### src/rtl/core/spi_bps_pkg.sv
// Shared types, constants and divisor table for the SPI baud prescaler search.
package spi_bps_pkg;

   // Field and datapath widths.
   localparam int BaudW     = 32;
   localparam int RateW     = 30;
   localparam int ScalerW   = 4;
   localparam int PrescaleW = 2;
   localparam int PairW     = ScalerW + PrescaleW;
   localparam int PairCount = 1 << PairW;
   localparam int DivisorW  = 18;
   localparam int StepW     = 5;

   localparam logic [BaudW-1:0] ModuleClockReset = 32'd50000000;
   localparam logic [BaudW-1:0] ErrInit          = 32'hFFFF_FFFF;

   typedef logic [DivisorW-1:0] divisor_type;
   typedef divisor_type div_tab_type [PairCount];

   // Builds the product scaler * prescaler for every pair at elaboration.
   // The pair index holds the scaler index above the prescaler index.
   function automatic div_tab_type build_div_tab();
      div_tab_type tab;
      int          scaler_tab [16];
      int          prescale_tab [4];
      scaler_tab = '{2, 4, 6, 8, 16, 32, 64, 128, 256, 512, 1024, 2048,
                     4096, 8192, 16384, 32768};
      prescale_tab = '{2, 3, 5, 7};
      for (int s = 0; s < 16; s++) begin
         for (int p = 0; p < 4; p++) begin
            tab[s*4 + p] = DivisorW'(scaler_tab[s] * prescale_tab[p]);
         end
      end
      return tab;
   endfunction

   localparam div_tab_type DivTab = build_div_tab();

   // Controller states.
   typedef enum logic [1:0] {
      ST_IDLE,
      ST_DIV,
      ST_EVAL,
      ST_DONE
   } state_type;

   // Commands from the controller to the datapath.
   typedef struct packed {
      logic start;
      logic div_step;
      logic eval;
      logic load_out;
   } cmd_type;

   // Status from the datapath to the controller.
   typedef struct packed {
      logic div_last;
      logic exact_hit;
      logic pair_last;
   } sts_type;

endpackage

### src/rtl/core/spi_bps_cfg_top_placeholder.sv
// Top level of the SPI baud prescaler search: controller and datapath.
//
// Usage: a request transaction carries the desired bit rate on req_desired_baud
// and is taken when req_valid is high and req_stall is low. The block then
// tries the scaler/prescaler pairs in order, scaler outer and prescaler inner,
// dividing the module clock by each pair's product on one shared restoring
// divider that retires one quotient bit per cycle. Each pair is divided and
// then evaluated, and up to 64 pairs are tried: the search ends at the first
// exact pair or after the last one. The response is then loaded into the
// output register, after which the block returns to idle and can take the
// next request; req_stall is low only while the block is idle.
// The response sits in an output register with rsp_valid; the receiver may
// hold rsp_stall high as long as it likes, and the payload stays unchanged.
// A new request may be taken while that response still waits; its search
// then pauses at the end until the output register is free.
// The module clock register is written through csr_we/csr_wdata; the user
// must write it only while idle, which the block itself does not enforce.
// Synchronous reset sets the module clock to 50 MHz, empties the output
// register and returns the controller to idle.
module spi_baud_prescaler_search (
   input  logic                                  clock,
   input  logic                                  reset,
   input  logic                                  csr_we,
   input  logic [spi_bps_pkg::BaudW-1:0]         csr_wdata,
   input  logic                                  req_valid,
   output logic                                  req_stall,
   input  logic [spi_bps_pkg::BaudW-1:0]         req_desired_baud,
   output logic                                  rsp_valid,
   input  logic                                  rsp_stall,
   output logic [spi_bps_pkg::ScalerW-1:0]       rsp_scaler_index,
   output logic [spi_bps_pkg::PrescaleW-1:0]     rsp_prescaler_index,
   output logic [spi_bps_pkg::RateW-1:0]         rsp_achieved_baud,
   output logic                                  rsp_exact_match,
   output logic                                  rsp_above_desired
);
   import spi_bps_pkg::*;

   cmd_type cmd;
   sts_type sts;

   // Sequencer.
   spi_bps_ctrl u_ctrl (
      .clock     (clock),
      .reset     (reset),
      .req_valid (req_valid),
      .req_stall (req_stall),
      .rsp_valid (rsp_valid),
      .rsp_stall (rsp_stall),
      .sts       (sts),
      .cmd       (cmd)
   );

   // Divider and search registers.
   spi_bps_dp u_dp (
      .clock               (clock),
      .reset               (reset),
      .csr_we              (csr_we),
      .csr_wdata           (csr_wdata),
      .req_desired_baud    (req_desired_baud),
      .cmd                 (cmd),
      .sts                 (sts),
      .rsp_scaler_index    (rsp_scaler_index),
      .rsp_prescaler_index (rsp_prescaler_index),
      .rsp_achieved_baud   (rsp_achieved_baud),
      .rsp_exact_match     (rsp_exact_match),
      .rsp_above_desired   (rsp_above_desired)
   );

endmodule

### src/rtl/core/spi_bps_dp.sv
// Datapath: clock register, shared radix-2 divider, best-pair tracking and result register.
module spi_bps_dp (
   input  logic                                  clock,
   input  logic                                  reset,
   input  logic                                  csr_we,
   input  logic [spi_bps_pkg::BaudW-1:0]         csr_wdata,
   input  logic [spi_bps_pkg::BaudW-1:0]         req_desired_baud,
   input  spi_bps_pkg::cmd_type                  cmd,
   output spi_bps_pkg::sts_type                  sts,
   output logic [spi_bps_pkg::ScalerW-1:0]       rsp_scaler_index,
   output logic [spi_bps_pkg::PrescaleW-1:0]     rsp_prescaler_index,
   output logic [spi_bps_pkg::RateW-1:0]         rsp_achieved_baud,
   output logic                                  rsp_exact_match,
   output logic                                  rsp_above_desired
);
   import spi_bps_pkg::*;

   logic [BaudW-1:0]     clk_hz_ff, clk_hz_in;
   logic [BaudW-1:0]     want_ff, want_in;
   logic [BaudW-1:0]     num_ff, num_in;
   logic [DivisorW-1:0]  rem_ff, rem_in;
   logic [StepW-1:0]     step_ff, step_in;
   logic [PairW-1:0]     pair_ff, pair_in;
   logic [BaudW-1:0]     best_err_ff, best_err_in;
   logic [PairW-1:0]     best_pair_ff, best_pair_in;
   logic [BaudW-1:0]     best_q_ff, best_q_in;
   logic [ScalerW-1:0]   out_s_ff, out_s_in;
   logic [PrescaleW-1:0] out_p_ff, out_p_in;
   logic [RateW-1:0]     out_rate_ff, out_rate_in;
   logic                 out_exact_ff, out_exact_in;
   logic                 out_above_ff, out_above_in;

   divisor_type          divisor;
   logic [DivisorW:0]    trial;
   logic [DivisorW:0]    trial_diff;
   logic                 q_bit;
   logic [BaudW-1:0]     err;

   // Module clock register, written through the configuration port.
   always_comb begin
      clk_hz_in = csr_we ? csr_wdata : clk_hz_ff;
   end

   always_ff @(posedge clock) begin
      if (reset) begin
         clk_hz_ff <= ModuleClockReset;
      end else begin
         clk_hz_ff <= clk_hz_in;
      end
   end

   // One restoring division step: shift in the next dividend bit and subtract if it fits.
   assign divisor    = DivTab[pair_ff];
   assign trial      = {rem_ff, num_ff[BaudW-1]};
   assign trial_diff = trial - {1'b0, divisor};
   assign q_bit      = (trial >= {1'b0, divisor});

   // Absolute error of the finished quotient against the request.
   assign err = (num_ff >= want_ff) ? (num_ff - want_ff) : (want_ff - num_ff);

   assign sts.div_last  = (step_ff == StepW'(BaudW - 1));
   assign sts.exact_hit = (num_ff == want_ff);
   assign sts.pair_last = (pair_ff == PairW'(PairCount - 1));

   // Search state next values.
   always_comb begin
      want_in      = want_ff;
      num_in       = num_ff;
      rem_in       = rem_ff;
      step_in      = step_ff;
      pair_in      = pair_ff;
      best_err_in  = best_err_ff;
      best_pair_in = best_pair_ff;
      best_q_in    = best_q_ff;

      if (cmd.start) begin
         want_in      = req_desired_baud;
         num_in       = clk_hz_ff;
         rem_in       = '0;
         step_in      = '0;
         pair_in      = '0;
         best_err_in  = ErrInit;
         best_pair_in = '0;
         best_q_in    = '0;
      end else if (cmd.div_step) begin
         num_in  = {num_ff[BaudW-2:0], q_bit};
         rem_in  = q_bit ? trial_diff[DivisorW-1:0] : trial[DivisorW-1:0];
         step_in = step_ff + 1'b1;
      end else if (cmd.eval) begin
         // An exact hit or a strictly smaller error takes the current pair.
         if (sts.exact_hit || (err < best_err_ff)) begin
            best_err_in  = err;
            best_pair_in = pair_ff;
            best_q_in    = num_ff;
         end
         pair_in = pair_ff + 1'b1;
         num_in  = clk_hz_ff;
         rem_in  = '0;
         step_in = '0;
      end
   end

   always_ff @(posedge clock) begin
      want_ff      <= want_in;
      num_ff       <= num_in;
      rem_ff       <= rem_in;
      step_ff      <= step_in;
      pair_ff      <= pair_in;
      best_err_ff  <= best_err_in;
      best_pair_ff <= best_pair_in;
      best_q_ff    <= best_q_in;
   end

   // Result register, loaded when the controller hands the transaction out.
   always_comb begin
      out_s_in     = out_s_ff;
      out_p_in     = out_p_ff;
      out_rate_in  = out_rate_ff;
      out_exact_in = out_exact_ff;
      out_above_in = out_above_ff;
      if (cmd.load_out) begin
         out_s_in     = best_pair_ff[PairW-1:PrescaleW];
         out_p_in     = best_pair_ff[PrescaleW-1:0];
         out_rate_in  = best_q_ff[RateW-1:0];
         out_exact_in = (best_q_ff == want_ff);
         out_above_in = (best_q_ff > want_ff);
      end
   end

   always_ff @(posedge clock) begin
      out_s_ff     <= out_s_in;
      out_p_ff     <= out_p_in;
      out_rate_ff  <= out_rate_in;
      out_exact_ff <= out_exact_in;
      out_above_ff <= out_above_in;
   end

   assign rsp_scaler_index    = out_s_ff;
   assign rsp_prescaler_index = out_p_ff;
   assign rsp_achieved_baud   = out_rate_ff;
   assign rsp_exact_match     = out_exact_ff;
   assign rsp_above_desired   = out_above_ff;

endmodule

### src/rtl/core/spi_bps_ctrl.sv
// Controller: sequences up to 64 divisions and the handshakes of both channels.
module spi_bps_ctrl (
   input  logic                 clock,
   input  logic                 reset,
   input  logic                 req_valid,
   output logic                 req_stall,
   output logic                 rsp_valid,
   input  logic                 rsp_stall,
   input  spi_bps_pkg::sts_type sts,
   output spi_bps_pkg::cmd_type cmd
);
   import spi_bps_pkg::*;

   state_type state_ff, state_in;
   logic      rsp_valid_ff, rsp_valid_in;
   logic      out_free;

   // The result register can take a new transaction when empty or being drained.
   assign out_free = !rsp_valid_ff || !rsp_stall;

   // Next state.
   always_comb begin
      state_in = state_ff;
      unique case (state_ff)
         ST_IDLE: begin
            if (req_valid) begin
               state_in = ST_DIV;
            end
         end
         ST_DIV: begin
            if (sts.div_last) begin
               state_in = ST_EVAL;
            end
         end
         ST_EVAL: begin
            if (sts.exact_hit || sts.pair_last) begin
               state_in = ST_DONE;
            end else begin
               state_in = ST_DIV;
            end
         end
         ST_DONE: begin
            if (out_free) begin
               state_in = ST_IDLE;
            end
         end
         default: state_in = ST_IDLE;
      endcase
   end

   // Outputs and commands.
   always_comb begin
      cmd       = '0;
      req_stall = 1'b1;
      unique case (state_ff)
         ST_IDLE: begin
            req_stall = 1'b0;
            cmd.start = req_valid;
         end
         ST_DIV: begin
            cmd.div_step = 1'b1;
         end
         ST_EVAL: begin
            cmd.eval = 1'b1;
         end
         ST_DONE: begin
            cmd.load_out = out_free;
         end
         default: begin
            req_stall = 1'b1;
         end
      endcase
   end

   assign rsp_valid_in = cmd.load_out || (rsp_valid_ff && rsp_stall);
   assign rsp_valid    = rsp_valid_ff;

   always_ff @(posedge clock) begin
      if (reset) begin
         state_ff     <= ST_IDLE;
         rsp_valid_ff <= 1'b0;
      end else begin
         state_ff     <= state_in;
         rsp_valid_ff <= rsp_valid_in;
      end
   end

endmodule
### config.mk
export PLATFORM = sky130hd
export DESIGN_NAME = spi_baud_prescaler_search
export DESIGN_NICKNAME = d
export VERILOG_FILES = /design/src/rtl/core/spi_bps_pkg.sv /design/src/rtl/core/spi_bps_cfg_top_placeholder.sv /design/src/rtl/core/spi_bps_dp.sv /design/src/rtl/core/spi_bps_ctrl.sv
export SDC_FILE = /design/constraint.sdc
export NUM_CORES = 1
export LEC_CHECK = 0
export ABC_AREA = 1
export BUFFER_PORTS_ARGS = -buffer_cell sky130_fd_sc_hd__clkbuf_2
export CORE_ASPECT_RATIO = 1.25
export CORE_UTILIZATION = 35
export CTS_BUF_LIST = sky130_fd_sc_hd__clkbuf_8
export DETAILED_ROUTE_END_ITERATION = 8
export SLEW_MARGIN = 20
export SYNTH_ARGS = -nofsm -noshare
export SYNTH_HDL_FRONTEND = slang
export SYNTH_SLANG_ARGS = --single-unit
export TNS_END_PERCENT = 20
### constraint.sdc
create_clock -name clock -period 4.65 [get_ports clock]
set_clock_uncertainty 0.1 [all_clocks]
set_input_delay 0.6975 -clock clock [delete_from_list [all_inputs] [get_ports clock]]
set_output_delay 0.6975 -clock clock [all_outputs]
set_load 0.03 [all_outputs]
* Yosys cells after proc, flatten, opt, wreduce, memory -nomap -nowiden
Memory sizes are Yosys's and may differ from the RTL's.
Index checks and enable logic that the tools add are counted.
** Storage, ports and cells
- Register bits after elaboration :: 236
- Bits in read-only memories :: 1152
- Output and inout bits :: 40
- Memories kept :: 1
** Memories
- (name not given) :: words 64, bits a word 18, rd ports 1, clocked after Yosys merged registers in 0, write ports 0, line spi_bps_dp.sv:53 : assign divisor = DivTab[pair_ff];
** Cells by class
- Add/subtract/negate cells :: 5
- $lt $le $gt $ge :: 5
- Eq/ne operators :: 10
- Multiplexer cells :: 21
- Bitwise logic cells :: 2
- Reduce and logical (&&, ||, !) cells :: 13
** Operators with widths (count)
- 32-bit 2-to-1 mux :: 4
- 18-bit 2-to-1 mux :: 5
- 32-bit equality test :: 2
- 32-bit subtractor :: 2
- 32-bit >= comparator :: 1
- 32-bit greater-than comparator :: 1
- 32-bit less-than comparator :: 1
- 19-bit by 18-bit >= comparator with 1-bit output :: 1
- 18-bit subtractor :: 1
- 5-bit 2-to-1 mux :: 2
- 2-bit 2-to-1 mux :: 4
- 2-bit one-hot mux with 4 select lines :: 1
- 7-bit >= comparator, second input constant :: 1
- 6-bit NOT with 7-bit output :: 1
- 6-bit by 1-bit adder with 6-bit output, second input constant :: 1
- 6-bit equality test, second input constant :: 1
- 3-bit AND reduction :: 2
- 5-bit by 1-bit adder with 5-bit output, second input constant :: 1
- 5-bit equality test, second input constant :: 1
- 1-bit 2-to-1 mux :: 5
- 2-bit equality test, second input constant :: 2
- 1-bit logical OR :: 4
- 2-bit inequality test, second input constant :: 2
- 3-bit nonzero test :: 1
- other kinds (8) :: 9

* Logic depth before layout (Yosys ltp)
- Depth after elaboration :: 7
- Gate-level depth with buffers :: 34

* Hierarchy
Synthesis repeated with hierarchy kept, for this count alone.
** Second synthesis, totals
- Cells, all modules :: 2386
- Area, all modules :: 16545.9 µm²
** By module, submodules not included
- spi_bps_dp :: instances 1, cells an instance 2348, area an instance 16345.7 µm², sequential area each 5685.5 µm²
- spi_bps_ctrl :: instances 1, cells an instance 38, area an instance 200.2 µm², sequential area each 60.1 µm²

* Worst setup path after synthesis
OpenSTA, ideal clock, no wires.
- Path type :: register -> register
- Start :: register u_dp.num_ff[0]
- End :: register u_dp.best_q_ff[22]
- Arrival time :: 3.657 ns
- Setup slack :: 0.803 ns
- Cell stages (with the launch flop) :: 29
- Path buffers :: 2
- Clock period less this slack :: 3.847 ns
- Cell sequence :: edfxtp_1 > inv_1 > ha_1 > inv_1 > fa_1 > nand3_1 > nand3_1 > nand2_1 > nand3_1 > nand2_1 > nand2_1 > nand2_1 > inv_2 > nor2_2 > buf_4 > nand2_1 > and2_1 > ha_1 > nand2_1 > inv_1 > nand2_1 > nor2_1 > nand3_1 > a21oi_1 > nor2_1 > nand2_1 > clkbuf_1 > nand3_1 > a21oi_1
** On the way
- Word-level cells in the longest chain between the ends :: 5
- Elaborated cells on any way between the ends :: 8
- Classes of those cells :: add/sub (2); order compare (2); eq/ne (1); mux (1); reduce/logical (2)
** Ends and longest elaborated chain
- from (decl) :: line spi_bps_dp.sv:20 : logic [BaudW-1:0] num_ff, num_in;
- from (signal assigned) :: line spi_bps_dp.sv:105 : num_ff <= num_in;
- 32-bit subtractor / 32-bit >= comparator (equally long branches) :: line spi_bps_dp.sv:59 : assign err = (num_ff >= want_ff) ? (num_ff - want_ff) : (want_ff - num_ff);
- 32-bit 2-to-1 mux * :: line spi_bps_dp.sv:59
- via u_dp.err[31] :: line spi_bps_dp.sv:37 : logic [BaudW-1:0] err;
- 32-bit less-than comparator * :: line spi_bps_dp.sv:91 : if (sts.exact_hit || (err < best_err_ff)) begin
- 1-bit logical OR * :: line spi_bps_dp.sv:91
- 3-bit AND reduction (no line) *
- to (signal assigned) :: line spi_bps_dp.sv:111 : best_q_ff <= best_q_in;
- to (decl) :: line spi_bps_dp.sv:26 : logic [BaudW-1:0] best_q_ff, best_q_in;
Mark *: on every way through the listed nets, which the timed path passes. The rest lies on a longest branch.
A chain may end at the register's enable or synchronous reset.

* Worst setup path after layout
- Start :: register u_dp.num_ff[0]
- End :: register u_dp.best_q_ff[25]
Same word-level chain as after synthesis.

==> metrics.md <==
| Metric | Value |
|---|---|
| Synthesized area per cell | `~6.8 um2` |
| CTS buffer count | `41` |
| Area Growth Syn to Fin | `14.1%` |
| Largest net degree at the start of global routing | `65` |
| Hold buffers post-CTS | `0` |
| Global-route wire length before repair | `80.5 mm` |
| Via count | `~16000` |
| Hold WS | `0.180 ns` |
| Starting Density | `roughly 36%` |
| Post-synth cell types | `45` |
| Setup ws final | `0.358 ns` |
| Final Max Tran Viols | `0` |
| Post-synth ARST share | `0%` |
| DR pass1 iterations | `5` |
| Clock power frac | `about an eighth` |
| Max frequency | `~0.23 GHz` |
| GR peak layer | `met2` |
| GR Layer Usage met1 | `approximately 25%` |
| Final GP Congestion | `about 0.98` |
| Maximum clock path buffer count | `3` |
| Final period utilization | `between 90% and 100%` |
| Layout Nets | `2801` |
| Worst skew pair latency | `about 0.59 ns` |
| Post-synthesis mux area share | `0%` |
| Switching Fraction | `between 50% and 60%` |
| Drt wl/cell | `15.8 um` |
| Final setup violation count | `0` |
| RSZ-0062 raised after global routing | `false` |
| CTS tree | `yes` |
| Met2 Track Usage GR | `around two fifths` |
| Area share of fa/ha/maj cells after synthesis | `a little under an eighth` |
| CP arrival | `around 4.7 ns` |
| Worst-path fanout max | `22` |
| Slew @ Worst Pin | `slightly above 1 ns` |
| Main combinational cell family by area after synthesis | `simple AND/OR/NAND/NOR gates` |
| Post-layout min period | `~4.3 ns` |
| Root buf cell | `clkbuf_8` |
| Pre-CTS setup slack | `approximately 0.18 ns` |
| Die W | `197 um` |
| Max_cap viols | `0` |
| CP required | `5.05 ns` |
| Leak pwr | `around 0.010 uW` |
| Core area | `between 0.04 and 0.05 mm2` |
| # port buffers | `around 110` |
| CTS sink cnt | `about 240` |
| Number of synthesized flops with an enable pin | `between 100 and 150` |
| Post-Syn Nets | `2672` |
| Synth Area in Compound Gates | `under 10%` |
| Max-slew headroom at the worst pin | `around a third` |
| Simple-gate share of the synthesized area | `32.1%` |
| GR Overflow Total | `0` |
| Pwr Density | `around 830 mW/mm2` |
| Vias in the first global route | `roughly 15000` |
| Pint | `approximately 7400 uW` |
| Synthesized flop and latch total | `between 200 and 250` |
| Peak VDD IR | `335 uV` |
| Net load switching power | `8350 uW` |
| Kind of critical path | `register to register` |
| Comb power frac | `between 60% and 70%` |
| Die area | `between 0.04 and 0.05 mm2` |
| Setup total negative slack | `0 ns` |
| Final core occ | `just over 40%` |
| Starting DRT DRC Count | `721` |
| Slowest-stage cell, CP | `edfxtp_1` |
| Number of remaining DRC errors | `0` |
| Final WL | `51.2 mm` |
| CTS clk-pin slew, worst paths | `0.07 ns` |
| Synth Instances | `around 2400` |
| Hold WC Path Type | `input pin to register` |
| Sequential fraction of design power | `approximately a fifth` |
| YS warnings | `0` |
| Final Hold Vio Count | `0` |
| Post-synthesis xor/xnor area fraction | `between 2 and 2.5%` |
| Post-DP HPWL | `between 40 and 50 mm` |
| Crit path top cell by count | `nand2_1` |
| Ys flop type | `dfxtp_1` |
| Met3 GRT Util | `under 10%` |
| IO Count | `between 100 and 150` |
| Die Y | `between 200 and 250 um` |
| Initial antenna violation count | `2` |
| Routed Antenna Nets | `0` |
| Gr usage total | `between 20% and 30%` |
| Worst setup EP type | `register` |
| Post-synth design cell area | `~0.017 mm2` |
| Crit-path max cell delay | `a little over 0.4 ns` |
| Vias per cell | `~4.8` |
| FP Rows | `around 90` |
| Status | `finished, final reports clean` |
| CP startpoint kind | `register` |
| Layout cells sized above 1 | `9.55%` |
| Sequential share of the synthesized area | `34.6%` |
| H-tree levels | `2` |
==> Yosys cell counts, types with 8 or more instances <==
cell type	instances	area (um2)
a21oi_1	134	671
buf_2	10	50.1
buf_4	8	60.1
clkbuf_1	38	143
dfxtp_1	134	2680
edfxtp_1	102	3060
ha_1	154	1930
inv_1	415	1560
nand2_1	863	3240
nand3_1	206	1030
nand3b_1	21	158
nand4_1	20	125
nor2_1	130	488
nor3_1	16	80.1
o21ai_0	77	385
xnor2_1	9	78.8
xor2_1	31	272
==> sequential cells by signal (all words and copies together) (netlist names), 2 cells and up <==
name / flops
u_ctrl.state_ff: 2
u_dp.best_err_ff: 32
u_dp.best_pair_ff: 6
u_dp.best_q_ff: 32
u_dp.clk_hz_ff: 32
u_dp.num_ff: 32
u_dp.pair_ff: 6
u_dp.rem_ff: 18
u_dp.rsp_achieved_baud: 30
u_dp.rsp_prescaler_index: 2
u_dp.rsp_scaler_index: 4
u_dp.step_ff: 5
u_dp.want_ff: 32
==> critical path: cells and delay by family (launching register included) <==
kind                       cells  cell delay [ns]
and+or+nand+nor               22             2.11
adders and majority gates      3             0.82
buffers and inverters          5             0.59
DFF                            1             0.41
AOI/OAI and AO/OA              1             0.16
==> power by group through the flow <==
stage          Clock, uW  Combinational, uW  Sequential [uW]
2_1_floorplan          0               7370             3210
3_3_place_gp           0              10300             3300
3_5_place_dp           0              10400             3300
4_1_cts             2060              10400             3270
5_1_grt             2140              11900             3330
6_report            2000              10500             3270
==> final cells by class <==
cell class                 instances  area [um2]
fill                            4981       27500
antenna                            2        5.00
inverter                         422        1580
clock buffer                      51         702
tap                              630         788
timing repair buffer             150         945
multi-input combinational       1724        9040
sequential                       236        5750
clock inverter                    25         159
==> cell families (layout without fill, tap and decap cells) <==
group,count (synthesis),in the layout
simple gates,1284,1284
buf+inv,486,648
compound gates,243,243
flops,236,236
fa+ha+maj,157,157
xor+xnor,40,40
other cells,0,2
==> layout by cell type (no fill, tap or decap), types with 3 or more instances in the layout <==
cell type | synthesis | routed
a211oi_1 | 4 | 4
a21o_1 | 3 | 3
a21oi_1 | 134 | 132
a22oi_1 | 3 | 3
and2_1 | 5 | 5
buf_12 | 0 | 4
buf_4 | 8 | 35
clkbuf_2 | 1 | 108
clkbuf_8 | 0 | 51
clkinv_1 | 0 | 5
clkinv_2 | 0 | 7
dfxtp_1 | 134 | 134
edfxtp_1 | 102 | 102
ha_1 | 154 | 152
inv_1 | 415 | 425
inv_2 | 7 | 7
nand2_1 | 863 | 861
nand2_2 | 7 | 7
nand2_4 | 2 | 3
nand3_1 | 206 | 206
nand3b_1 | 21 | 21
nand4_1 | 20 | 20
nor2_1 | 130 | 129
nor2_2 | 5 | 4
nor2_4 | 2 | 4
nor3_1 | 16 | 15
nor4_1 | 3 | 3
o211ai_1 | 3 | 3
o21a_1 | 6 | 6
o21ai_0 | 77 | 76
o21bai_1 | 3 | 3
xnor2_1 | 9 | 9
xor2_1 | 31 | 31
==> metrics by stage <==
step,cell area (um2),power (uW),instances
after CTS,18800,15700,3234
after global placement,18000,13600,3158
final,19000,15800,3240
after floorplan,16600,10600,2446
after global routing,19000,17400,3239
after detailed placement,18000,13700,3158
==> routing by layer <==
layer	share of wire (%)	wire, um
met2	50	25600
met1	42	21700
met5	0	0
met4	3.7	1900
met3	3.9	2010
==> worst paths after layout <==
check | from | end | slack [ns] | cells past startpoint
setup / recovery | u_dp.num_ff[0]$_DFFE_PP_ | u_dp.best_q_ff[25]$_SDFFE_PP0P_ | 0.36 | 31
hold / removal | req_desired_baud[8] | u_dp.want_ff[8]$_DFFE_PP_ | 0.18 | 1
hold reg to reg | u_dp.best_pair_ff[1]$_SDFFE_PP0P_ | u_dp.rsp_prescaler_index[1]$_DFFE_PP_ | 0.34 | 0
setup reg to reg | u_dp.num_ff[0]$_DFFE_PP_ | u_dp.best_q_ff[25]$_SDFFE_PP0P_ | 0.36 | 31
==> timing repair <==
item | CTS | global route
gates resized for setup | 0 | 14
endpoints found under the setup margin | 0 | 70
setup buffers | 0 | 2
(Power assumes the default switching activity.)
